--- src/hw/rtl/sbcs_pkg.sv ---
// Shared types, widths and side codes for the swept box collision side block.
// Depends on nothing; every other file in hw/rtl imports it.
package sbcs_pkg;

   localparam int POS_W = 10;
   localparam int VEL_W = 8;
   localparam int EDGE_W = POS_W + 1;
   localparam int SIDE_W = 3;
   localparam int TIME_SCALE_DEF = 16;
   localparam int DIV_BITS_PER_STAGE = 2;

   typedef enum logic [SIDE_W-1:0] {
      SIDE_NONE   = 3'd0,
      SIDE_TOP    = 3'd1,
      SIDE_RIGHT  = 3'd2,
      SIDE_BOTTOM = 3'd3,
      SIDE_LEFT   = 3'd4
   } side_type;

   // Tangential part of one side test: the mover's span, the still span and
   // the velocity along the side.
   typedef struct packed {
      logic [EDGE_W-1:0]       lo;
      logic [EDGE_W-1:0]       hi;
      logic [EDGE_W-1:0]       olo;
      logic [EDGE_W-1:0]       ohi;
      logic signed [VEL_W-1:0] vt;
   } span_type;

   typedef struct packed {
      logic [EDGE_W-1:0]       edge_pos;
      logic [EDGE_W-1:0]       target_pos;
      logic signed [VEL_W-1:0] vn;
      span_type                span;
   } side_in_type;

   function automatic int time_bits(int scale);
      return $clog2(scale + 1);
   endfunction

   // Register stages inside one side lane: preparation, division, products.
   function automatic int lane_stages(int scale);
      return (time_bits(scale) + DIV_BITS_PER_STAGE - 1) / DIV_BITS_PER_STAGE + 2;
   endfunction

endpackage

--- src/hw/rtl/sbcs_lane.sv ---
// One side test as a pipeline: gap scaling, restoring division, span products.
// Depends on sbcs_pkg.
module sbcs_lane #(
   parameter int TIME_SCALE = sbcs_pkg::TIME_SCALE_DEF
) (
   input  logic                                         clock,
   input  logic [sbcs_pkg::lane_stages(TIME_SCALE)-1:0] ld,
   input  sbcs_pkg::side_in_type                        side_in,
   output logic                                         hit
);
   import sbcs_pkg::*;

   localparam int TW = time_bits(TIME_SCALE);
   localparam int BPS = DIV_BITS_PER_STAGE;
   localparam int DS = (TW + BPS - 1) / BPS;
   localparam int NW = EDGE_W + TW;
   localparam int AW = NW + 2;
   localparam int GW = EDGE_W + 1;
   localparam int PW = TW + VEL_W + 1;
   localparam logic [TW-1:0] T_MAX = TW'(TIME_SCALE);

   // Preparation: magnitude of the scaled gap and of the normal velocity.
   logic [GW-1:0]     gap;
   logic [GW-1:0]     gap_mag;
   logic [VEL_W-1:0]  vn_mag;
   logic [NW-1:0]     num_mag;
   logic [NW-1:0]     dvs_top;

   logic [NW-1:0]     rem_ff [DS+1];
   logic [TW-1:0]     quo_ff [DS+1];
   logic [VEL_W-1:0]  dvs_ff [DS+1];
   logic              bad_ff [DS+1];
   logic              neg_ff [DS+1];
   span_type          span_ff [DS+1];

   always_comb begin
      gap = {1'b0, side_in.target_pos} - {1'b0, side_in.edge_pos};
      gap_mag = gap[GW-1] ? (~gap + 1'b1) : gap;
      vn_mag = side_in.vn[VEL_W-1] ? (~side_in.vn + 1'b1) : side_in.vn;
      num_mag = NW'(gap_mag[EDGE_W-1:0]) * NW'(TIME_SCALE);
      dvs_top = NW'(vn_mag) << TW;
   end

   // A zero velocity makes the divisor zero, so it lands in the same
   // out-of-range flag as a quotient too large for the time field.
   always_ff @(posedge clock) begin
      if (ld[0]) begin
         rem_ff[0]  <= num_mag;
         quo_ff[0]  <= '0;
         dvs_ff[0]  <= vn_mag;
         bad_ff[0]  <= (num_mag >= dvs_top);
         neg_ff[0]  <= gap[GW-1] ^ side_in.vn[VEL_W-1];
         span_ff[0] <= side_in.span;
      end
   end

   for (genvar d = 1; d <= DS; d++) begin : g_div
      logic [NW-1:0] rem_in;
      logic [TW-1:0] quo_in;

      always_comb begin
         logic [NW-1:0] trial;
         trial = '0;
         rem_in = rem_ff[d-1];
         quo_in = quo_ff[d-1];
         for (int i = 0; i < BPS; i++) begin
            if ((d - 1) * BPS + i < TW) begin
               trial = NW'(dvs_ff[d-1]) << (TW - 1 - ((d - 1) * BPS + i));
               quo_in = quo_in << 1;
               if (rem_in >= trial) begin
                  rem_in = rem_in - trial;
                  quo_in = quo_in | TW'(1);
               end
            end
         end
      end

      always_ff @(posedge clock) begin
         if (ld[d]) begin
            rem_ff[d]  <= rem_in;
            quo_ff[d]  <= quo_in;
            dvs_ff[d]  <= dvs_ff[d-1];
            bad_ff[d]  <= bad_ff[d-1];
            neg_ff[d]  <= neg_ff[d-1];
            span_ff[d] <= span_ff[d-1];
         end
      end
   end

   // Time check and the shifted span ends, all scaled by the time scale.
   logic [TW-1:0]             t_val;
   logic                      ok_in;
   logic signed [TW+VEL_W:0]  tv;
   logic [NW-1:0]             lo_s, hi_s, olo_s, ohi_s;
   logic signed [AW-1:0]      a0_in, a1_in;

   logic                      ok_ff;
   logic signed [AW-1:0]      a0_ff, a1_ff;
   logic [NW-1:0]             olo_ff, ohi_ff;

   always_comb begin
      t_val = quo_ff[DS];
      ok_in = !bad_ff[DS] && (t_val <= T_MAX) && (!neg_ff[DS] || (t_val == '0));
      tv = PW'($signed({1'b0, t_val})) * PW'(span_ff[DS].vt);
      lo_s = NW'(span_ff[DS].lo) * NW'(TIME_SCALE);
      hi_s = NW'(span_ff[DS].hi) * NW'(TIME_SCALE);
      olo_s = NW'(span_ff[DS].olo) * NW'(TIME_SCALE);
      ohi_s = NW'(span_ff[DS].ohi) * NW'(TIME_SCALE);
      a0_in = $signed(AW'(lo_s)) + AW'(tv);
      a1_in = $signed(AW'(hi_s)) + AW'(tv);
   end

   always_ff @(posedge clock) begin
      if (ld[DS+1]) begin
         ok_ff  <= ok_in;
         a0_ff  <= a0_in;
         a1_ff  <= a1_in;
         olo_ff <= olo_s;
         ohi_ff <= ohi_s;
      end
   end

   assign hit = ok_ff && !(a1_ff < $signed(AW'(olo_ff))) && !($signed(AW'(ohi_ff)) < a0_ff);

endmodule

--- src/hw/rtl/swept_box_collision_side_top.sv ---
// Top level of the swept box collision side block: input stage, four side
// lanes, priority encoding and output register. Depends on sbcs_pkg, sbcs_lane.
//
// Usage. A request on the req_ channel carries one moving box (position, size
// and signed velocity) and one still box. For each request exactly one
// response leaves on the rsp_ channel, in request order: rsp_hit_side names
// a side of the mover that meets the still box within one step, the first
// in the order 1 top, 2 right, 3 bottom, 4 left, or 0 when no side does.
// Both channels use a valid/ready handshake.
//
// The pipeline has ceil(clog2(TIME_SCALE+1)/2) + 4 register stages. The depth
// is set by the restoring divider in each lane, which resolves two quotient
// bits per stage. Throughput is one request per cycle while responses are
// taken or a stage is empty; the four sides are tested in parallel.
//
// Every stage carries a valid bit and loads whenever it is empty or its
// contents move on, so bubbles close up. When the receiver stalls, the
// response waits in the output register and earlier stages keep accepting
// requests until the pipeline is full; nothing is lost or repeated.
// Reset (synchronous, active high) empties every stage; no response is
// pending afterwards and the block is ready in the following cycle.
module swept_box_collision_side_top #(
   parameter int TIME_SCALE = sbcs_pkg::TIME_SCALE_DEF
) (
   input  logic                         clock,
   input  logic                         reset,
   input  logic                         req_valid,
   output logic                         req_ready,
   input  logic [sbcs_pkg::POS_W-1:0]   req_mover_left,
   input  logic [sbcs_pkg::POS_W-1:0]   req_mover_top,
   input  logic [sbcs_pkg::POS_W-1:0]   req_mover_width,
   input  logic [sbcs_pkg::POS_W-1:0]   req_mover_height,
   input  logic signed [sbcs_pkg::VEL_W-1:0] req_mover_vel_x,
   input  logic signed [sbcs_pkg::VEL_W-1:0] req_mover_vel_y,
   input  logic [sbcs_pkg::POS_W-1:0]   req_still_left,
   input  logic [sbcs_pkg::POS_W-1:0]   req_still_top,
   input  logic [sbcs_pkg::POS_W-1:0]   req_still_width,
   input  logic [sbcs_pkg::POS_W-1:0]   req_still_height,
   output logic                         rsp_valid,
   input  logic                         rsp_ready,
   output logic [sbcs_pkg::SIDE_W-1:0]  rsp_hit_side
);
   import sbcs_pkg::*;

   // Input stage, the lane stages and the output stage.
   localparam int LS = lane_stages(TIME_SCALE);
   localparam int NST = LS + 2;
   localparam int LAST = NST - 1;

   logic [NST-1:0] vld_ff;
   logic [NST-1:0] vld_in;
   logic [NST:0]   ld;

   // A stage loads when it is empty or its item moves on; the chain starts at
   // the receiver's ready, so a stalled output holds everything behind it
   // only once the stages in between are full.
   always_comb begin
      ld[NST] = rsp_ready;
      for (int i = NST - 1; i >= 0; i--) begin
         ld[i] = !vld_ff[i] || ld[i+1];
      end
      vld_in[0] = ld[0] ? req_valid : vld_ff[0];
      for (int i = 1; i < NST; i++) begin
         vld_in[i] = ld[i] ? vld_ff[i-1] : vld_ff[i];
      end
   end

   always_ff @(posedge clock) begin
      if (reset) begin
         vld_ff <= '0;
      end else begin
         vld_ff <= vld_in;
      end
   end

   assign req_ready = ld[0];
   assign rsp_valid = vld_ff[LAST];

   // Input stage: box edges are formed here, right and bottom without wrap.
   logic [EDGE_W-1:0]       ml_ff, mt_ff, mr_ff, mb_ff;
   logic [EDGE_W-1:0]       sl_ff, st_ff, sr_ff, sb_ff;
   logic signed [VEL_W-1:0] vx_ff, vy_ff;

   always_ff @(posedge clock) begin
      if (ld[0]) begin
         ml_ff <= EDGE_W'(req_mover_left);
         mt_ff <= EDGE_W'(req_mover_top);
         mr_ff <= EDGE_W'(req_mover_left) + EDGE_W'(req_mover_width);
         mb_ff <= EDGE_W'(req_mover_top) + EDGE_W'(req_mover_height);
         sl_ff <= EDGE_W'(req_still_left);
         st_ff <= EDGE_W'(req_still_top);
         sr_ff <= EDGE_W'(req_still_left) + EDGE_W'(req_still_width);
         sb_ff <= EDGE_W'(req_still_top) + EDGE_W'(req_still_height);
         vx_ff <= req_mover_vel_x;
         vy_ff <= req_mover_vel_y;
      end
   end

   // Each mover side faces the opposite side of the still box. Top and bottom
   // slide along x, right and left along y.
   side_in_type side_in [4];
   logic [3:0]  hit;
   span_type    span_x;
   span_type    span_y;

   always_comb begin
      span_x = '{lo: ml_ff, hi: mr_ff, olo: sl_ff, ohi: sr_ff, vt: vx_ff};
      span_y = '{lo: mt_ff, hi: mb_ff, olo: st_ff, ohi: sb_ff, vt: vy_ff};
      side_in[0] = '{edge_pos: mt_ff, target_pos: sb_ff, vn: vy_ff, span: span_x};
      side_in[1] = '{edge_pos: mr_ff, target_pos: sl_ff, vn: vx_ff, span: span_y};
      side_in[2] = '{edge_pos: mb_ff, target_pos: st_ff, vn: vy_ff, span: span_x};
      side_in[3] = '{edge_pos: ml_ff, target_pos: sr_ff, vn: vx_ff, span: span_y};
   end

   for (genvar s = 0; s < 4; s++) begin : g_side
      sbcs_lane #(
         .TIME_SCALE (TIME_SCALE)
      ) u_lane (
         .clock   (clock),
         .ld      (ld[LS:1]),
         .side_in (side_in[s]),
         .hit     (hit[s])
      );
   end

   // Output stage: the first side in test order wins.
   side_type side_in_sel;
   side_type side_ff;

   always_comb begin
      if (hit[0]) begin
         side_in_sel = SIDE_TOP;
      end else if (hit[1]) begin
         side_in_sel = SIDE_RIGHT;
      end else if (hit[2]) begin
         side_in_sel = SIDE_BOTTOM;
      end else if (hit[3]) begin
         side_in_sel = SIDE_LEFT;
      end else begin
         side_in_sel = SIDE_NONE;
      end
   end

   always_ff @(posedge clock) begin
      if (ld[LAST]) begin
         side_ff <= side_in_sel;
      end
   end

   assign rsp_hit_side = side_ff;

endmodule

--- config.mk ---
export PLATFORM = sky130hd
export DESIGN_NAME = swept_box_collision_side_top
export DESIGN_NICKNAME = d
export VERILOG_FILES = /design/src/hw/rtl/sbcs_pkg.sv /design/src/hw/rtl/sbcs_lane.sv /design/src/hw/rtl/swept_box_collision_side_top.sv
export SDC_FILE = /design/constraint.sdc
export NUM_CORES = 2
export LEC_CHECK = 0
export BUFFER_PORTS_ARGS = -buffer_cell sky130_fd_sc_hd__buf_2
export CAP_MARGIN = 15
export CORE_MARGIN = 5
export CORE_UTILIZATION = 30
export CTS_BUF_LIST = sky130_fd_sc_hd__clkbuf_16
export DETAILED_ROUTE_END_ITERATION = 16
export GPL_TIMING_DRIVEN = 0
export PLACE_DENSITY_LB_ADDON = 0.05
export REMOVE_ABC_BUFFERS = 1
export SETUP_SLACK_MARGIN = 0.15
export SYNTH_ARGS = -nofsm -noshare
export SYNTH_HDL_FRONTEND = slang
export SYNTH_SLANG_ARGS = --single-unit
--- constraint.sdc ---
create_clock -name clock -period 7.7 [get_ports clock]
set_clock_uncertainty 0.15 [all_clocks]
set_input_delay 0.77 -clock clock [delete_from_list [all_inputs] [get_ports clock]]
set_output_delay 0.77 -clock clock [all_outputs]
set_load 0.02 [all_outputs]
# [Yosys cells after proc, flatten, opt, wreduce, memory -nomap -nowiden]
# Memory sizes are Yosys's and may differ from the RTL's.
# Index checks and enable logic that the tools add are counted.
[totals] n_memories=24 ff_bits=346 output_inout_bits=5 in_bits=100 ramBits=1328 word_cells=267
[classes] n_mul=4 n_mux=57 n_reduce_logical=55 n_bitwise=10 magnitude_cmp=36 addsub=42
[mem_list] memory="g_side[0].u_lane.span_ff" depth=4 word_bits=52 read_ports=4 rd_ports_with_merged_regs=0 write_ports=4 line="sbcs_lane.sv:34" text="span_type span_ff [DS+1];"
[mem_list] memory="g_side[1].u_lane.span_ff" depth=4 word_bits=52 read_ports=4 rd_ports_with_merged_regs=0 write_ports=4 line="sbcs_lane.sv:34"
[mem_list] memory="g_side[2].u_lane.span_ff" depth=4 word_bits=52 read_ports=4 rd_ports_with_merged_regs=0 write_ports=4 line="sbcs_lane.sv:34"
[mem_list] memory="g_side[3].u_lane.span_ff" depth=4 word_bits=52 read_ports=4 rd_ports_with_merged_regs=0 write_ports=4 line="sbcs_lane.sv:34"
[mem_list] memory="g_side[0].u_lane.rem_ff" depth=4 word_bits=16 read_ports=3 rd_ports_with_merged_regs=0 write_ports=4 line="sbcs_lane.sv:29" text="logic [NW-1:0] rem_ff [DS+1];"
[mem_list] memory="g_side[1].u_lane.rem_ff" depth=4 word_bits=16 read_ports=3 rd_ports_with_merged_regs=0 write_ports=4 line="sbcs_lane.sv:29"
[mem_list] memory="18 more memories"
[ops] op="2-to-1 mux 16 bit" count=20
[ops] op="adder 16 x 14 -> 17 bit" count=8
[ops] op="less-than comparator 16 x 18 -> 1 bit" count=4
[ops] op="less-than comparator 18 x 16 -> 1 bit" count=4
[ops] op="greater-or-equal comparator 16 x 10 -> 1 bit" count=4
[ops] op="greater-or-equal comparator 16 x 11 -> 1 bit" count=4
[ops] op="greater-or-equal comparator 16 x 12 -> 1 bit" count=4
[ops] op="greater-or-equal comparator 16 x 8 -> 1 bit" count=4
[ops] op="greater-or-equal comparator 16 x 9 -> 1 bit" count=4
[ops] op="subtractor 16 x 10 -> 16 bit" count=4
[ops] op="subtractor 16 x 11 -> 16 bit" count=4
[ops] op="subtractor 16 x 12 -> 16 bit" count=4
[ops] op="subtractor 16 x 8 -> 16 bit" count=4
[ops] op="subtractor 16 x 9 -> 16 bit" count=4
[ops] op="greater-or-equal comparator 15 x 13 -> 1 bit" count=4
[ops] op="multiplier 6 x 8 -> 14 bit" count=4
[ops] op="adder 10 x 10 -> 11 bit" count=4
[ops] op="adder 11 x 1 -> 11 bit (second input constant)" count=4
[ops] op="2-to-1 mux 11 bit" count=4
[ops] op="inverter 11 bit" count=4
[ops] op="2-to-1 mux 1 bit" count=28
[ops] op="subtractor 10 x 11 -> 12 bit" count=2
[ops] op="subtractor 11 x 10 -> 12 bit" count=2
[ops] op="logical NOT 1 bit" count=23
[ops] op="11 further kinds" count=49

# [Depth between registers and ports, before layout]
[depth] depth_word=9 depth_mapped=24 ltp_nobuf=22

# [By module]
# Synthesis repeated with hierarchy kept, for this count alone.
[unflattened] hier_cells=5315 hier_area_um2=72948.7
[by_module_without_submodules] module="sbcs_lane (g_side[3].u_lane)" area_each_um2=17070.1 n_inst=1 seq_area_each_um2=10299.9 cells_per_inst=1257
[by_module_without_submodules] module="sbcs_lane (g_side[2].u_lane)" area_each_um2=16987.5 n_inst=1 seq_area_each_um2=10299.9 cells_per_inst=1235
[by_module_without_submodules] module="sbcs_lane (g_side[0].u_lane)" area_each_um2=16951.3 n_inst=1 seq_area_each_um2=10299.9 cells_per_inst=1242
[by_module_without_submodules] module="sbcs_lane (g_side[1].u_lane)" area_each_um2=16851.2 n_inst=1 seq_area_each_um2=10299.9 cells_per_inst=1225
[by_module_without_submodules] module="swept_box_collision_side_top" area_each_um2=5088.6 n_inst=1 seq_area_each_um2=3233.1 cells_per_inst=356

# [Worst setup path before layout]
# OpenSTA, ideal clock, no wires.
[synth_timing] kind="input port to flip-flop" startpoint="in rsp_ready" endpoint="mem g_side[0].u_lane.bad_ff[0], enable pin" n_path_buf=1 t_required_ns=5.764 setup_time_ns=1.786 cell_stages=5 arrival_time_ns=5.177 path_slack_ns=0.587 path_cell_list="nor2b_1 > and2_1 > and3_1 > clkbuf_1 > nand3_1"
[synth_lines] item="start: declaration" line="swept_box_collision_side_top.sv:40" text="input logic rsp_ready,"
[synth_lines] item="end: declaration" line="sbcs_lane.sv:32" text="logic bad_ff [DS+1];"

==> impl_results.md <==
* Post-Syn Instances at 4521
* Netlist cell types at 93
* Row cnt at 156
* Fin. Hold Viols at 0
* Final period utilization at 88.8%
* Global-route wire length before repair at 206000 um
* Vert. Die Dim at 437 um
* Worst relative slew slack at 20.9%
* CP delay by family, top: compound AO/OA/AOI/OAI gates
* Post-synthesis sequential area ratio at 51.9%
* Initial core utilization at 30.2%
* Drt total wl at 134000 um
* Max-cap violations at 0
* Critical path origin: g_side[3].u_lane.dvs_ff[0][0]$_DFFE_PP_
* Post-synth EDFFs at 943
* Syn Area/Cell at 12.1 um^2
* Final instance area at 62800 um^2
* Yosys top cell by area: edfxtp_1
* Synth area leaders: edfxtp_1 (52%), ha_1 (13%), fa_1 (4.2%), xnor2_1 (4.0%), inv_1 (3.2%)
* Overflow after GRT at 0
* Post-route DRC at 0
* Post-DP Area at 58600 um^2
* Share of layout cells above drive strength 1 at 8.14%
* Die ar. at 191000 um^2
* Worst skew pair latency at 750 ps
* Total area of sequential cells at 28500 um^2
* Setup Viol. Count Final at 0
* Clk buf depth at 3
* Outcome: completed
* Final Core Density at 34.7%
* Clock root buffer: clkbuf_16
* First-pass DRT Iterations at 6
* Final worst path period need at 6840 ps
* WL/cell at 18.5 um
* Slowest-stage cell, CP: nor4_2
* CP dominant cell by count: a21oi_1
* CTS tree: built
* Clk pin slew, worst setup/hold paths at 60 ps
* Max-slew violation count at 0
* Post-DRT Antenna Nets at 0
* Yosys Warn Count at 0
* Die Wd at 437 um
* Yosys reg bits at 950
* Fillers at 17900
* Ys async rst share at 0%
* PortBufs at 104
* Post-synthesis cell area at 54800 um^2
* RSZ-0062 raised after global routing: false
* Total GRT Usage at 14.0%
* Min-delay src: req_still_top[0]
* Kind of critical path: flip-flop to flip-flop
* # IOs at 105
* Final #Nets at 5513
* DR iter-0 viols at 1433
* Crit-path cells: ha_1 > inv_1 > fa_1 > a21o_1 > a21oi_1 > a21oi_1 > nor4_2 > inv_1 > a21oi_1 > ha_1 > nor2b_1 > o21ai_0 > a21oi_1 > o31a_1 > o41a_1 > a211oi_1 > and3b_1 > mux2_2
* Area grow syn2layout at 14.6%
* DR vias/cell at 4.64
* Fin Hold WS at 77.7 ps
* H-tree depth at 3
* Reg2reg start: g_side[3].u_lane.dvs_ff[0][0]$_DFFE_PP_
* Slew at the pin closest to its max-slew limit at 1180 ps
* Initial antenna violation count at 9
* Area taken by multi-input logic gates at 24400 um^2
* Worst path max stage delay at 840 ps
* CP endpoint kind: flip-flop
* WP data required at 8020 ps
* Largest net degree at the start of global routing at 102
* Area of the core at 181000 um^2
* CP Data Arrival Time at 7170 ps
* Yosys top cell area share at 51.7%
* HPWL after DPL at 103000 um
* DR vias at 33500
* Vias in the first global route at 34800
* Worst Hold Class: primary input to flip-flop
* CP Buf/Inv Count at 2
* Cts repair resizes at 0
* CP Max Fanout at 16
* Peak Freq at 146 MHz
* Sink Count at 950
* CTS Buf Count at 115
* GPL Wtd Cong at 0.775
* Top FF cell, synth: edfxtp_1
* Post-CTS Setup Inserts at 0
* Startpoint class of the critical path: flip-flop
-- cells in the final DEF (no fill, tap or decap), types with 89 or more instances in the layout --
cell,Yosys,routed
nand2_1,197,195
clkbuf_16,0,118
xnor2_1,253,252
and2_1,168,168
a21oi_1,290,290
inv_1,472,493
buf_2,11,106
ha_1,554,554
o21ai_0,205,205
xor2_1,89,89
a21o_1,99,99
nor2_1,249,249
edfxtp_1,943,943
fa_1,116,116
-- worst register-to-register path, delay by kind of cell (launching register included) --
family / cells / cell delay (ps)
DFF: 1 / 480
adders and majority gates: 3 / 940
and+or+nand+nor: 3 / 1570
AOI/OAI and AO/OA: 9 / 2540
muxes: 1 / 410
buffers and inverters: 2 / 510
-- worst paths after layout --
| path | end | slack [ps] | depth (start not counted) |
|---|---|---|---|
| max | g_side[3].u_lane.rem_ff[1][4]$_DFFE_PP_ | 860 | 18 |
| min | st_ff[0]$_DFFE_PP_ | 80 | 1 |
| max reg2reg | g_side[3].u_lane.rem_ff[1][4]$_DFFE_PP_ | 860 | 18 |
| min reg2reg | g_side[2].u_lane.span_ff[3][8]$_DFFE_PP_ | 220 | 0 |
-- state kept, by name (all words and copies together), names as in the netlist, 11 cells and up --
register and cells:
g_side.u_lane.a1_ff 68, g_side.u_lane.bad_ff 16, sb_ff 11, g_side.u_lane.quo_ff 44, g_side.u_lane.ohi_ff 22, mb_ff 11
g_side.u_lane.olo_ff 20, g_side.u_lane.a0_ff 52, sr_ff 11, g_side.u_lane.neg_ff 16, g_side.u_lane.dvs_ff 48, g_side.u_lane.span_ff 394
g_side.u_lane.rem_ff 156, mr_ff 11
-- through the flow --
stage,cells,TNS (ps),setup WS [ps]
global placement,6954,-1353510,-3540
CTS,7210,0,823
floorplan,4480,0,677
finish,7214,0,859
global route,7213,0,337
detailed placement,6979,0,799
-- Yosys cell counts, drive strengths merged (43+ instances only) --
library cell and instances:
nand2 197, and2 169, o21bai 53, fa 116, o21ai 206, edfxtp 943
ha 554, a21o 99, nor2b 66, xor2 89, nor3 73, xnor2 254
a21oi 290, nor2 249, inv 475, o31ai 43, o21a 84, nand2b 48
-- cell type report --
| type | instances | area share [%] |
|---|---|---|
| Inverter | 475 | 2.86 |
| Timing Repair Buffer | 146 | 1.85 |
| Clock buffer | 118 | 4.70 |
| Antenna cell | 3 | 0.0120 |
| Tap cell | 2370 | 4.72 |
| Multi-Input combinational cell | 3055 | 38.9 |
| Clock inverter | 97 | 1.60 |
| Sequential cell | 950 | 45.3 |
-- timing repair --
action / 4_1_cts / 5_1_grt
setup endpoints to repair: 0 / 0
endpoints found under the hold margin: 16 / 0
hold buffers: 16 / 0
-- kinds of logic (layout without fill, tap and decap cells) --
kind of cell | after synthesis | count (layout) | synth area share [%]
AND/OR/NAND/NOR | 1030 | 1030 | 9.81
multiplexers | 57 | 57 | 1.12
AO/OA/AOI/OAI | 951 | 951 | 11.1
flip-flops | 950 | 950 | 51.9
adder cells (fa/ha/maj) | 674 | 674 | 17.0
other | 0 | 3 | 0
buffers and inverters | 516 | 836 | 3.57
XOR/XNOR | 343 | 343 | 5.50
-- routing by layer --
| metal | vias up | track usage [%] | part of all wire, % |
|---|---|---|---|
| met4 | 0 | 3.54 | 2.2 |
| met1 | 16000 | 17.7 | 45 |
| met2 | 381 | 25.1 | 50 |
| met5 | - | 0 | 0 |
| met3 | 157 | 2.02 | 2.8 |
| li1 | 16900 | - | - |
Power is not shown: default switching activity piles up to over one toggle a cycle in this logic, so the estimate is an artifact.
